===== src/rtl/sfc_pkg.sv =====
// ---------------------------------------------------------------------------
// sfc_pkg
// Types, codes and the bytewise CRC-CCITT step shared by the frame checker.
// ---------------------------------------------------------------------------
package sfc_pkg;

  localparam int unsigned CfgIdxW = 1;

  localparam logic [CfgIdxW-1:0] CFG_SYNC_BYTE = 1'b0;
  localparam logic [CfgIdxW-1:0] CFG_TYPE_MASK = 1'b1;

  localparam logic [7:0]  SYNC_BYTE_RST = 8'd170;
  localparam logic [7:0]  TYPE_MASK_RST = 8'd112;
  localparam logic [15:0] CRC_INIT      = 16'hFFFF;
  localparam logic [15:0] MIN_FRAME_LEN = 16'd16;

  typedef enum logic [1:0] {
    STATUS_COMPLETE  = 2'd0,
    STATUS_BAD_SYNC  = 2'd1,
    STATUS_LEN_ERR   = 2'd2,
    STATUS_BAD_CRC   = 2'd3
  } status_e;

  typedef struct packed {
    logic [7:0] rx_byte;
    logic       buffer_end;
  } item_t;

  typedef struct packed {
    status_e     status;
    logic [7:0]  frame_type;
    logic [15:0] frame_length;
    logic [15:0] source_id;
    logic [31:0] second_count;
    logic [31:0] fraction_word;
  } result_t;

  typedef struct packed {
    logic [7:0] sync_byte;
    logic [7:0] type_mask;
  } cfg_t;

  // CRC-CCITT, poly 0x1021, MSB first, one byte per call
  function automatic logic [15:0] crc_step(input logic [15:0] crc, input logic [7:0] b);
    logic [7:0]  t;
    logic [7:0]  u;
    logic [15:0] u16;
    t   = crc[15:8] ^ b;
    u   = t ^ (t >> 4);
    u16 = {8'h00, u};
    return {crc[7:0], 8'h00} ^ u16 ^ (u16 << 5) ^ (u16 << 12);
  endfunction

endpackage


===== src/rtl/sfc_byte_if.sv =====
// ---------------------------------------------------------------------------
// sfc_byte_if
// Valid/ready channel carrying one received byte and its end-of-buffer flag.
// ---------------------------------------------------------------------------
interface sfc_byte_if;
  logic       valid;
  logic       ready;
  logic [7:0] rx_byte;
  logic       buffer_end;

  modport source (output valid, output rx_byte, output buffer_end, input ready);
  modport sink   (input valid, input rx_byte, input buffer_end, output ready);
endinterface


===== src/rtl/sfc_result_if.sv =====
// ---------------------------------------------------------------------------
// sfc_result_if
// Valid/ready channel carrying one frame status request with its header fields.
// ---------------------------------------------------------------------------
interface sfc_result_if;
  logic             valid;
  logic             ready;
  sfc_pkg::status_e status;
  logic [7:0]       frame_type;
  logic [15:0]      frame_length;
  logic [15:0]      source_id;
  logic [31:0]      second_count;
  logic [31:0]      fraction_word;

  modport source (
    output valid, output status, output frame_type, output frame_length,
    output source_id, output second_count, output fraction_word, input ready
  );
  modport sink (
    input valid, input status, input frame_type, input frame_length,
    input source_id, input second_count, input fraction_word, output ready
  );
endinterface


===== src/rtl/synchrophasor_frame_checker_top.sv =====
// ---------------------------------------------------------------------------
// synchrophasor_frame_checker_top
// Bytewise C37.118-style frame checker: sync, type, length, CRC-CCITT status.
// ---------------------------------------------------------------------------
// The block takes one received byte per cycle unless stalled, and gives one
// status request per frame: complete, invalid sync, length mismatch or
// invalid checksum, with the frame type and declared length (zero on
// invalid sync) and, on a complete frame, id, second count and fraction
// word. A byte is registered on acceptance and worked on from the input
// register; its result, if any, is loaded into the result register when
// the core consumes the byte. Sustained rate is one byte per cycle when no
// result stalls, set by the bytewise CRC update and frame-state update on
// the registered byte. The input side keeps accepting while a result waits,
// and stalls only when a byte that produces a result meets a full, unread
// result register. After a result, remaining bytes up to the buffer end
// are dropped silently. sync_byte (index 0, reset 0xAA) and type_mask
// (index 1, reset 0x70) are written through the plain write port, by the
// user only while the block is idle; the block itself does not enforce this.
// ---------------------------------------------------------------------------
module synchrophasor_frame_checker_top (
  input  logic                            clk_i,
  input  logic                            rst_ni,
  input  logic                            cfg_we_i,
  input  logic [sfc_pkg::CfgIdxW-1:0]     cfg_idx_i,
  input  logic [7:0]                      cfg_wdata_i,
  sfc_byte_if.sink                        in_if,
  sfc_result_if.source                    out_if
);

  // configuration registers
  sfc_pkg::cfg_t cfg_q;

  always_ff @(posedge clk_i or negedge rst_ni) begin
    if (!rst_ni) begin
      cfg_q.sync_byte <= sfc_pkg::SYNC_BYTE_RST;
      cfg_q.type_mask <= sfc_pkg::TYPE_MASK_RST;
    end else if (cfg_we_i) begin
      case (cfg_idx_i)
        sfc_pkg::CFG_SYNC_BYTE: cfg_q.sync_byte <= cfg_wdata_i;
        sfc_pkg::CFG_TYPE_MASK: cfg_q.type_mask <= cfg_wdata_i;
        default: ;
      endcase
    end
  end

  sfc_pkg::item_t   in_item;
  sfc_pkg::item_t   cur_item;
  logic             cur_valid;
  logic             step;
  logic             res_valid;
  sfc_pkg::result_t res;
  logic             out_free;
  sfc_pkg::result_t out_res;

  assign in_item.rx_byte    = in_if.rx_byte;
  assign in_item.buffer_end = in_if.buffer_end;

  // a byte without a result never waits on the output side
  assign step = cur_valid && (!res_valid || out_free);

  sfc_in_stage u_in_stage (
    .clk_i        (clk_i),
    .rst_ni       (rst_ni),
    .in_valid_i   (in_if.valid),
    .in_item_i    (in_item),
    .in_ready_o   (in_if.ready),
    .take_i       (step),
    .item_valid_o (cur_valid),
    .item_o       (cur_item)
  );

  sfc_frame_core u_frame_core (
    .clk_i       (clk_i),
    .rst_ni      (rst_ni),
    .cfg_i       (cfg_q),
    .item_i      (cur_item),
    .step_i      (step),
    .res_valid_o (res_valid),
    .res_o       (res)
  );

  sfc_out_stage u_out_stage (
    .clk_i       (clk_i),
    .rst_ni      (rst_ni),
    .load_i      (step && res_valid),
    .res_i       (res),
    .free_o      (out_free),
    .out_valid_o (out_if.valid),
    .out_res_o   (out_res),
    .out_ready_i (out_if.ready)
  );

  assign out_if.status        = out_res.status;
  assign out_if.frame_type    = out_res.frame_type;
  assign out_if.frame_length  = out_res.frame_length;
  assign out_if.source_id     = out_res.source_id;
  assign out_if.second_count  = out_res.second_count;
  assign out_if.fraction_word = out_res.fraction_word;

endmodule


===== src/rtl/sfc_in_stage.sv =====
// ---------------------------------------------------------------------------
// sfc_in_stage
// Input register: holds one accepted byte until the frame core consumes it.
// ---------------------------------------------------------------------------
module sfc_in_stage (
  input  logic           clk_i,
  input  logic           rst_ni,
  input  logic           in_valid_i,
  input  sfc_pkg::item_t in_item_i,
  output logic           in_ready_o,
  input  logic           take_i,
  output logic           item_valid_o,
  output sfc_pkg::item_t item_o
);

  logic           valid_q;
  sfc_pkg::item_t item_q;

  assign in_ready_o   = !valid_q || take_i;
  assign item_valid_o = valid_q;
  assign item_o       = item_q;

  always_ff @(posedge clk_i or negedge rst_ni) begin
    if (!rst_ni) begin
      valid_q <= 1'b0;
    end else if (in_ready_o) begin
      valid_q <= in_valid_i;
    end
  end

  always_ff @(posedge clk_i) begin
    if (in_ready_o && in_valid_i) begin
      item_q <= in_item_i;
    end
  end

endmodule


===== src/rtl/sfc_frame_core.sv =====
// ---------------------------------------------------------------------------
// sfc_frame_core
// Frame state: byte position, header capture, running and received CRC.
// ---------------------------------------------------------------------------
module sfc_frame_core (
  input  logic             clk_i,
  input  logic             rst_ni,
  input  sfc_pkg::cfg_t    cfg_i,
  input  sfc_pkg::item_t   item_i,
  input  logic             step_i,
  output logic             res_valid_o,
  output sfc_pkg::result_t res_o
);

  logic [15:0] pos_q, pos_d;
  logic [15:0] len_q, len_d;
  logic [15:0] crc_q, crc_d;
  logic [15:0] rcrc_q, rcrc_d;
  logic [7:0]  type_q, type_d;
  logic [15:0] id_q, id_d;
  logic [31:0] sec_q, sec_d;
  logic [31:0] frac_q, frac_d;
  logic        discard_q, discard_d;

  always_comb begin
    logic [7:0]  b;
    logic        last;
    logic        emit;
    logic        crc_tail;
    b         = item_i.rx_byte;
    last      = item_i.buffer_end;
    emit      = 1'b0;
    crc_tail  = 1'b0;
    pos_d     = pos_q;
    len_d     = len_q;
    crc_d     = crc_q;
    rcrc_d    = rcrc_q;
    type_d    = type_q;
    id_d      = id_q;
    sec_d     = sec_q;
    frac_d    = frac_q;
    discard_d = discard_q;
    res_o     = '0;

    if (!discard_q) begin
      if (pos_q == 16'd0 && b != cfg_i.sync_byte) begin
        emit         = 1'b1;
        res_o.status = sfc_pkg::STATUS_BAD_SYNC;
      end else begin
        if (pos_q == 16'd1) begin
          type_d = b & cfg_i.type_mask;
        end else if (pos_q == 16'd2) begin
          len_d = {b, 8'h00};
        end else if (pos_q == 16'd3) begin
          len_d = {len_q[15:8], b};
        end else if (pos_q == 16'd4 || pos_q == 16'd5) begin
          id_d = {id_q[7:0], b};
        end else if (pos_q >= 16'd6 && pos_q <= 16'd9) begin
          sec_d = {sec_q[23:0], b};
        end else if (pos_q >= 16'd10 && pos_q <= 16'd13) begin
          frac_d = {frac_q[23:0], b};
        end

        // last two declared bytes are the trailing CRC
        crc_tail = (pos_q >= 16'd4) && (({1'b0, pos_q} + 17'd2) >= {1'b0, len_d});
        if (crc_tail) begin
          rcrc_d = {rcrc_q[7:0], b};
        end else begin
          crc_d = sfc_pkg::crc_step(crc_q, b);
        end

        res_o.frame_type   = type_d;
        res_o.frame_length = len_d;
        if (pos_q == 16'd3 && len_d < sfc_pkg::MIN_FRAME_LEN) begin
          emit         = 1'b1;
          res_o.status = sfc_pkg::STATUS_LEN_ERR;
        end else if (pos_q >= 16'd4 && ({1'b0, pos_q} + 17'd1) == {1'b0, len_d}) begin
          emit = 1'b1;
          if (rcrc_d == crc_d) begin
            res_o.status        = sfc_pkg::STATUS_COMPLETE;
            res_o.source_id     = id_d;
            res_o.second_count  = sec_d;
            res_o.fraction_word = frac_d;
          end else begin
            res_o.status = sfc_pkg::STATUS_BAD_CRC;
          end
        end else if (last) begin
          emit         = 1'b1;
          res_o.status = sfc_pkg::STATUS_LEN_ERR;
        end else begin
          pos_d = pos_q + 16'd1;
        end
      end
      if (emit && !last) begin
        discard_d = 1'b1;
      end
    end

    // buffer end always restarts for the next buffer
    if (last) begin
      pos_d     = '0;
      len_d     = '0;
      crc_d     = sfc_pkg::CRC_INIT;
      rcrc_d    = '0;
      type_d    = '0;
      id_d      = '0;
      sec_d     = '0;
      frac_d    = '0;
      discard_d = 1'b0;
    end

    res_valid_o = emit;
  end

  always_ff @(posedge clk_i or negedge rst_ni) begin
    if (!rst_ni) begin
      pos_q     <= '0;
      len_q     <= '0;
      crc_q     <= sfc_pkg::CRC_INIT;
      rcrc_q    <= '0;
      type_q    <= '0;
      id_q      <= '0;
      sec_q     <= '0;
      frac_q    <= '0;
      discard_q <= 1'b0;
    end else if (step_i) begin
      pos_q     <= pos_d;
      len_q     <= len_d;
      crc_q     <= crc_d;
      rcrc_q    <= rcrc_d;
      type_q    <= type_d;
      id_q      <= id_d;
      sec_q     <= sec_d;
      frac_q    <= frac_d;
      discard_q <= discard_d;
    end
  end

endmodule


===== src/rtl/sfc_out_stage.sv =====
// ---------------------------------------------------------------------------
// sfc_out_stage
// Result register: holds one status request until the sink takes it.
// ---------------------------------------------------------------------------
module sfc_out_stage (
  input  logic             clk_i,
  input  logic             rst_ni,
  input  logic             load_i,
  input  sfc_pkg::result_t res_i,
  output logic             free_o,
  output logic             out_valid_o,
  output sfc_pkg::result_t out_res_o,
  input  logic             out_ready_i
);

  logic             valid_q;
  sfc_pkg::result_t res_q;

  assign free_o      = !valid_q || out_ready_i;
  assign out_valid_o = valid_q;
  assign out_res_o   = res_q;

  always_ff @(posedge clk_i or negedge rst_ni) begin
    if (!rst_ni) begin
      valid_q <= 1'b0;
    end else if (free_o) begin
      valid_q <= load_i;
    end
  end

  always_ff @(posedge clk_i) begin
    if (free_o && load_i) begin
      res_q <= res_i;
    end
  end

endmodule

===== src/flat_wrapper.sv =====
// flat-port wrapper written by rule: the top's interface ports become plain ports
module synchrophasor_frame_checker_top_flat 
  (clk_i, rst_ni, cfg_we_i, cfg_idx_i, cfg_wdata_i, in_if_valid, in_if_rx_byte, in_if_buffer_end, in_if_ready, out_if_valid, out_if_status, out_if_frame_type, out_if_frame_length, out_if_source_id, out_if_second_count, out_if_fraction_word, out_if_ready);
  sfc_byte_if in_if_i ();
  sfc_result_if out_if_i ();
  input  logic clk_i;
  input  logic rst_ni;
  input  logic cfg_we_i;
  input  logic [sfc_pkg::CfgIdxW-1:0] cfg_idx_i;
  input  logic [7:0] cfg_wdata_i;
  input wire logic [$bits(in_if_i.valid)-1:0] in_if_valid;
  input wire logic [$bits(in_if_i.rx_byte)-1:0] in_if_rx_byte;
  input wire logic [$bits(in_if_i.buffer_end)-1:0] in_if_buffer_end;
  output wire logic [$bits(in_if_i.ready)-1:0] in_if_ready;
  output wire logic [$bits(out_if_i.valid)-1:0] out_if_valid;
  output wire logic [$bits(out_if_i.status)-1:0] out_if_status;
  output wire logic [$bits(out_if_i.frame_type)-1:0] out_if_frame_type;
  output wire logic [$bits(out_if_i.frame_length)-1:0] out_if_frame_length;
  output wire logic [$bits(out_if_i.source_id)-1:0] out_if_source_id;
  output wire logic [$bits(out_if_i.second_count)-1:0] out_if_second_count;
  output wire logic [$bits(out_if_i.fraction_word)-1:0] out_if_fraction_word;
  input wire logic [$bits(out_if_i.ready)-1:0] out_if_ready;
  assign in_if_i.valid = in_if_valid;
  assign in_if_i.rx_byte = in_if_rx_byte;
  assign in_if_i.buffer_end = in_if_buffer_end;
  assign in_if_ready = in_if_i.ready;
  assign out_if_valid = out_if_i.valid;
  assign out_if_status = out_if_i.status;
  assign out_if_frame_type = out_if_i.frame_type;
  assign out_if_frame_length = out_if_i.frame_length;
  assign out_if_source_id = out_if_i.source_id;
  assign out_if_second_count = out_if_i.second_count;
  assign out_if_fraction_word = out_if_i.fraction_word;
  assign out_if_i.ready = out_if_ready;
  synchrophasor_frame_checker_top u_core (.clk_i(clk_i), .rst_ni(rst_ni), .cfg_we_i(cfg_we_i), .cfg_idx_i(cfg_idx_i), .cfg_wdata_i(cfg_wdata_i), .in_if(in_if_i), .out_if(out_if_i));
endmodule

===== config.mk =====
export PLATFORM = sky130hd
export DESIGN_NAME = synchrophasor_frame_checker_top_flat
export DESIGN_NICKNAME = d
export VERILOG_FILES = /design/src/rtl/sfc_pkg.sv /design/src/rtl/sfc_byte_if.sv /design/src/rtl/sfc_result_if.sv /design/src/rtl/synchrophasor_frame_checker_top.sv /design/src/rtl/sfc_in_stage.sv /design/src/rtl/sfc_frame_core.sv /design/src/rtl/sfc_out_stage.sv /design/src/flat_wrapper.sv
export SDC_FILE = /design/constraint.sdc
export NUM_CORES = 1
export LEC_CHECK = 0
export BUFFER_PORTS_ARGS = -buffer_cell sky130_fd_sc_hd__buf_4
export CAP_MARGIN = 20
export CORE_MARGIN = 1
export CORE_UTILIZATION = 60
export DETAILED_ROUTE_END_ITERATION = 12
export PLACE_DENSITY = 0.79
export SETUP_SLACK_MARGIN = 0.2
export SYNTH_ARGS = -nofsm -noshare
export SYNTH_HDL_FRONTEND = slang
export SYNTH_SLANG_ARGS = --single-unit

===== constraint.sdc =====
create_clock -name clk_i -period 12.6 [get_ports clk_i]
set_input_delay 0.63 -clock clk_i [delete_from_list [all_inputs] [get_ports clk_i]]
set_output_delay 0.63 -clock clk_i [all_outputs]
set_load 0.03 [all_outputs]

==> metrics.txt <==
# TYPE chip_impl_metric gauge
chip_impl_info{name="kind_of_cell_with_the_highest_combined_delay_on_the_critical_path",value="simple AND/OR/NAND/NOR gates"} 1
chip_impl_metric{name="worst-path-buf-inv",unit=""} 2
chip_impl_metric{name="vias",unit=""} 10719
chip_impl_info{name="layout_commonest_cell",value="sky130_fd_sc_hd__nand2_1"} 1
chip_impl_metric{name="num_rows",unit=""} 55
chip_impl_metric{name="syn-instance-count",unit=""} 1280
chip_impl_metric{name="power.density",unit="nW/um^2"} 165
chip_impl_info{name="critical_path.startpoint",value="u_core.u_frame_core.pos_q[1]"} 1
chip_impl_metric{name="die_h",unit="um"} 155
chip_impl_metric{name="ys_ff_latch",unit=""} 286
chip_impl_metric{name="ys_seq_area_frac",unit=""} 0.554
chip_impl_info{name="critical_path.endpoint",value="u_core.u_out_stage.out_res_o[2]"} 1
chip_impl_metric{name="synth.top_cell.area_share",unit=""} 0.264
chip_impl_metric{name="num-fill-cells",unit=""} 1608
chip_impl_metric{name="tritoncts.num_buffers",unit=""} 30
chip_impl_metric{name="global_route_wire_length_before_repair",unit="um"} 56100
chip_impl_metric{name="floorplan.initialDensity",unit=""} 0.615
chip_impl_metric{name="min_period_over_period",unit=""} 0.533
chip_impl_info{name="biggest_area_contributors_in_the_synthesized_netlist",value="sky130_fd_sc_hd__dfrtp_1 (26%), sky130_fd_sc_hd__edfxtp_1 (25%), sky130_fd_sc_hd__nand2_1 (5.6%)"} 1
chip_impl_metric{name="synthesis.nets",unit=""} 1326
chip_impl_metric{name="ys_warn_count",unit=""} 0
chip_impl_info{name="status",value="finished, final reports clean"} 1
chip_impl_info{name="clockRootBuffer",value="sky130_fd_sc_hd__clkbuf_16"} 1
chip_impl_metric{name="post-cts-setup-buffer-count",unit=""} 0
chip_impl_info{name="worstReg2RegEnd",value="u_core.u_out_stage.out_res_o[2]"} 1
chip_impl_metric{name="via_per_inst",unit=""} 6.24
chip_impl_metric{name="worst_ir_drop_vdd",unit="V"} 0.000137
chip_impl_metric{name="cp_slowest_stage_delay",unit="ns"} 0.89
chip_impl_metric{name="synth-edff-count",unit=""} 115
chip_impl_metric{name="grt_antenna_before_repair",unit=""} 0
chip_impl_metric{name="grt.total_usage",unit=""} 0.302
chip_impl_info{name="synth_top_area_cell",value="sky130_fd_sc_hd__dfrtp_1"} 1
chip_impl_metric{name="setup_viol",unit=""} 0
chip_impl_metric{name="final_layout_size_suffix_gt1_frac",unit=""} 0.207
chip_impl_metric{name="cp_max_fo",unit=""} 80
chip_impl_metric{name="achievable-frequency",unit="MHz"} 149
chip_impl_info{name="endpoint_kind",value="flop"} 1
chip_impl_metric{name="sequential_cell_area",unit="um^2"} 7760
chip_impl_info{name="crit_chain",value="inv_1 > ha_1 > nor4b_1 > nand4_2 > mux2i_2 > xnor2_1 > a221oi_1 > nand4_1 > o41a_1 > a31o_2 > nor2b_4 > buf_4"} 1
chip_impl_metric{name="drv.max_cap_violation_count",unit=""} 0
chip_impl_metric{name="io_buffer_count",unit=""} 130
chip_impl_metric{name="required",unit="ns"} 12.77
chip_impl_info{name="rsz0062_at_grt",value="no"} 1
chip_impl_metric{name="fin_tns_setup",unit="ns"} 0
chip_impl_info{name="holdCritPathClass",value="input port to async pin"} 1
chip_impl_metric{name="drt_iter0_drc",unit=""} 980
chip_impl_metric{name="post_cts_resize_count",unit=""} 0
chip_impl_metric{name="count_of_different_cell_masters_after_synthesis",unit=""} 66
chip_impl_metric{name="drt_drc_violations_left",unit=""} 0
chip_impl_metric{name="postRouteWirelength",unit="um"} 35700
chip_impl_metric{name="clkSinkCount",unit=""} 286
chip_impl_metric{name="min_period",unit="ns"} 6.72
chip_impl_metric{name="post-dp-hpwl",unit="um"} 23100
chip_impl_metric{name="drt.antenna.violating_nets",unit=""} 0
chip_impl_metric{name="stdcell_count",unit=""} 1719
chip_impl_metric{name="critical_path_arrival",unit="ns"} 6.89
chip_impl_metric{name="r2r_setup_slack",unit="ns"} 5.88
chip_impl_metric{name="pin_count_of_the_biggest_net_entering_global_routing",unit=""} 99
chip_impl_info{name="most-common-layout-cells",value="sky130_fd_sc_hd__nand2_1 (210), sky130_fd_sc_hd__buf_4 (152), sky130_fd_sc_hd__dfrtp_1 (148)"} 1
chip_impl_metric{name="multi_input_comb_area",unit="um^2"} 5840
chip_impl_metric{name="async_reset_ff_frac",unit=""} 0.598
chip_impl_metric{name="clock_insertion_delay_worst_skew",unit="ns"} 0.57
chip_impl_metric{name="clk_path_buf_depth",unit=""} 3
chip_impl_metric{name="synth_area_per_cell",unit="um^2"} 10.9
chip_impl_metric{name="global_route.overflow_total",unit=""} 0
chip_impl_metric{name="wl_per_cell",unit="um"} 20.8
chip_impl_metric{name="die_area",unit="um^2"} 24000
chip_impl_metric{name="tightestPinTransition",unit="ns"} 0.991
chip_impl_info{name="synth_flop_cell",value="sky130_fd_sc_hd__dfrtp_1"} 1
chip_impl_info{name="critPathLaunchType",value="flop"} 1
chip_impl_metric{name="rr_worst_depth",unit=""} 12
chip_impl_metric{name="syn2layout_area_growth",unit="%"} 16.4
chip_impl_metric{name="core-area",unit="um^2"} 22800
chip_impl_metric{name="place.gp.congestion",unit=""} 0.909
chip_impl_metric{name="path_clk_slew",unit="ns"} 0.06
chip_impl_metric{name="ioPinCount",unit=""} 131
chip_impl_metric{name="count_of_hold_fix_buffers_inserted_at_cts",unit=""} 0
chip_impl_metric{name="place.detailed.instances",unit=""} 1660
chip_impl_metric{name="maxSlewViolCount",unit=""} 0
chip_impl_metric{name="design.final.nets",unit=""} 1428
chip_impl_metric{name="clock-skew-final",unit="ns"} 0.0252
chip_impl_metric{name="timing.final.hold_violations",unit=""} 0
chip_impl_metric{name="num_antenna_cells",unit=""} 0
chip_impl_metric{name="detailed_routing_iteration_count_for_the_pre_antenna_repair_pass",unit=""} 5
chip_impl_metric{name="leakage",unit="uW"} 0.00642
chip_impl_metric{name="first_global_vias",unit=""} 10114
chip_impl_info{name="kind_of_critical_path",value="flop to flop"} 1
chip_impl_metric{name="mappedNetlistArea",unit="um^2"} 14000
chip_impl_metric{name="depth_of_the_critical_timing_path_with_buffers_and_inverters_included",unit=""} 12
chip_impl_metric{name="max_slew_margin",unit=""} 0.339
chip_impl_metric{name="ctsHtreeMaxLevel",unit=""} 1
chip_impl_info{name="worst_r2r_startpoint",value="u_core.u_frame_core.pos_q[1]"} 1
chip_impl_info{name="tritoncts_clock_tree",value="built"} 1
chip_impl_info{name="crit_path_top_delay_cell",value="sky130_fd_sc_hd__buf_4"} 1
chip_impl_metric{name="horizontal_die_dimension",unit="um"} 155
cells in the mapped netlist (20+ instances only):
library cell                  n
sky130_fd_sc_hd__nand2_1    210
sky130_fd_sc_hd__a22o_1      56
sky130_fd_sc_hd__nand3_1     33
sky130_fd_sc_hd__dfrtp_1    148
sky130_fd_sc_hd__dfstp_2     23
sky130_fd_sc_hd__nor4_1      20
sky130_fd_sc_hd__buf_2       20
sky130_fd_sc_hd__mux2_2      38
sky130_fd_sc_hd__o2bb2ai_1   24
sky130_fd_sc_hd__xnor2_1     61
sky130_fd_sc_hd__inv_1       23
sky130_fd_sc_hd__a21oi_1    101
sky130_fd_sc_hd__edfxtp_1   115
sky130_fd_sc_hd__ha_1        23
sky130_fd_sc_hd__nor2_1      60
sky130_fd_sc_hd__xor2_1      38
sky130_fd_sc_hd__clkbuf_1    61
report_power, final:
part | switching [uW] | total, uW | leakage [uW] | internal [uW]
logic | 390 | 593 | 0.00256 | 203
clock network | 363 | 912 | 0.000496 | 549
registers | 70.5 | 1180 | 0.00337 | 1110
flip-flops by register name (all words and copies together), names as in the netlist:
register	cells
u_core.cfg_q	16
u_core.u_frame_core.crc_q	16
u_core.u_frame_core.discard_q	1
u_core.u_frame_core.frac_q	32
u_core.u_frame_core.id_q	16
u_core.u_frame_core.len_q	16
u_core.u_frame_core.pos_q	16
u_core.u_frame_core.rcrc_q	16
u_core.u_frame_core.sec_q	32
u_core.u_frame_core.type_q	8
u_core.u_in_stage.item_o	9
u_core.u_in_stage.item_valid_o	1
u_core.u_out_stage.out_res_o	106
u_core.u_out_stage.out_valid_o	1
stage by stage:
stage / total power (uW) / setup slack, ns / instance area, um^2 / hold slack [ns] / utilization
finish: 2690 / 5.88 / 16300 / 0.204 / 0.715
global route: 2780 / 5.37 / 16300 / 0.228 / 0.715
CTS: 2700 / 5.89 / 16300 / 0.223 / 0.715
detailed placement: 1790 / 5.96 / 15200 / 0.473 / 0.669
global placement: 1780 / 6.16 / 15200 / 0.472 / 0.668
floorplan: 1590 / 3.54 / 14000 / 0.334 / -
worst min-delay path by stage:
| stage | start | to | depth (start not counted) |
|---|---|---|---|
| 2_1_floorplan | rst_ni | u_core.cfg_q[0] | 0 |
| 3_5_place_dp | u_core.u_frame_core.type_q[7] | u_core.u_frame_core.type_q[7] | 1 |
| 6_report | rst_ni | u_core.u_frame_core.frac_q[19] | 1 |
| 3_3_place_gp | u_core.u_frame_core.type_q[1] | u_core.u_frame_core.type_q[1] | 1 |
| 4_1_cts | rst_ni | u_core.u_frame_core.pos_q[0] | 1 |
| 5_1_grt | in_if_rx_byte[5] | u_core.u_in_stage.item_o[6] | 1 |
worst reg2reg max path: stages (launching register included):
cell and delay, ns:
sky130_fd_sc_hd__dfrtp_1 0.51, sky130_fd_sc_hd__inv_1 0.20, sky130_fd_sc_hd__ha_1 0.36, sky130_fd_sc_hd__nor4b_1 0.40, sky130_fd_sc_hd__nand4_2 0.67, sky130_fd_sc_hd__mux2i_2 0.61, sky130_fd_sc_hd__xnor2_1 0.16, sky130_fd_sc_hd__a221oi_1 0.26
sky130_fd_sc_hd__nand4_1 0.35, sky130_fd_sc_hd__o41a_1 0.75, sky130_fd_sc_hd__a31o_2 0.40, sky130_fd_sc_hd__nor2b_4 0.72, sky130_fd_sc_hd__buf_4 0.89
kinds of logic after synthesis:
kind of cell               after synthesis  share of synthesized area
adders and majority gates               23                     0.0206
buffers and inverters                  110                     0.0313
muxes                                   52                     0.0411
xor gates and xnor gates               100                     0.0635
DFF                                    286                      0.554
AOI/OAI and AO/OA                      313                      0.160
and+or+nand+nor                        396                      0.129
layer usage:
layer | up-vias | wire (um) | GRT usage
met1 | 5296 | 15300 | 0.435
met2 | 497 | 16700 | 0.477
met4 | 0 | 785 | 0.0886
met3 | 60 | 2880 | 0.0460
met5 | - | 0 | 0
li1 | 4866 | - | -
layout make-up:
type / count / share of cell area
Sequential cell: 286 / 0.476
Multi-Input combinational cell: 884 / 0.359
Timing Repair Buffer: 156 / 0.0720
Clock buffer: 41 / 0.0517
Tap cell: 313 / 0.0240
Clock inverter: 15 / 0.0119
Inverter: 24 / 0.00553
No activity file was read; power rests on OpenSTA's default activity.
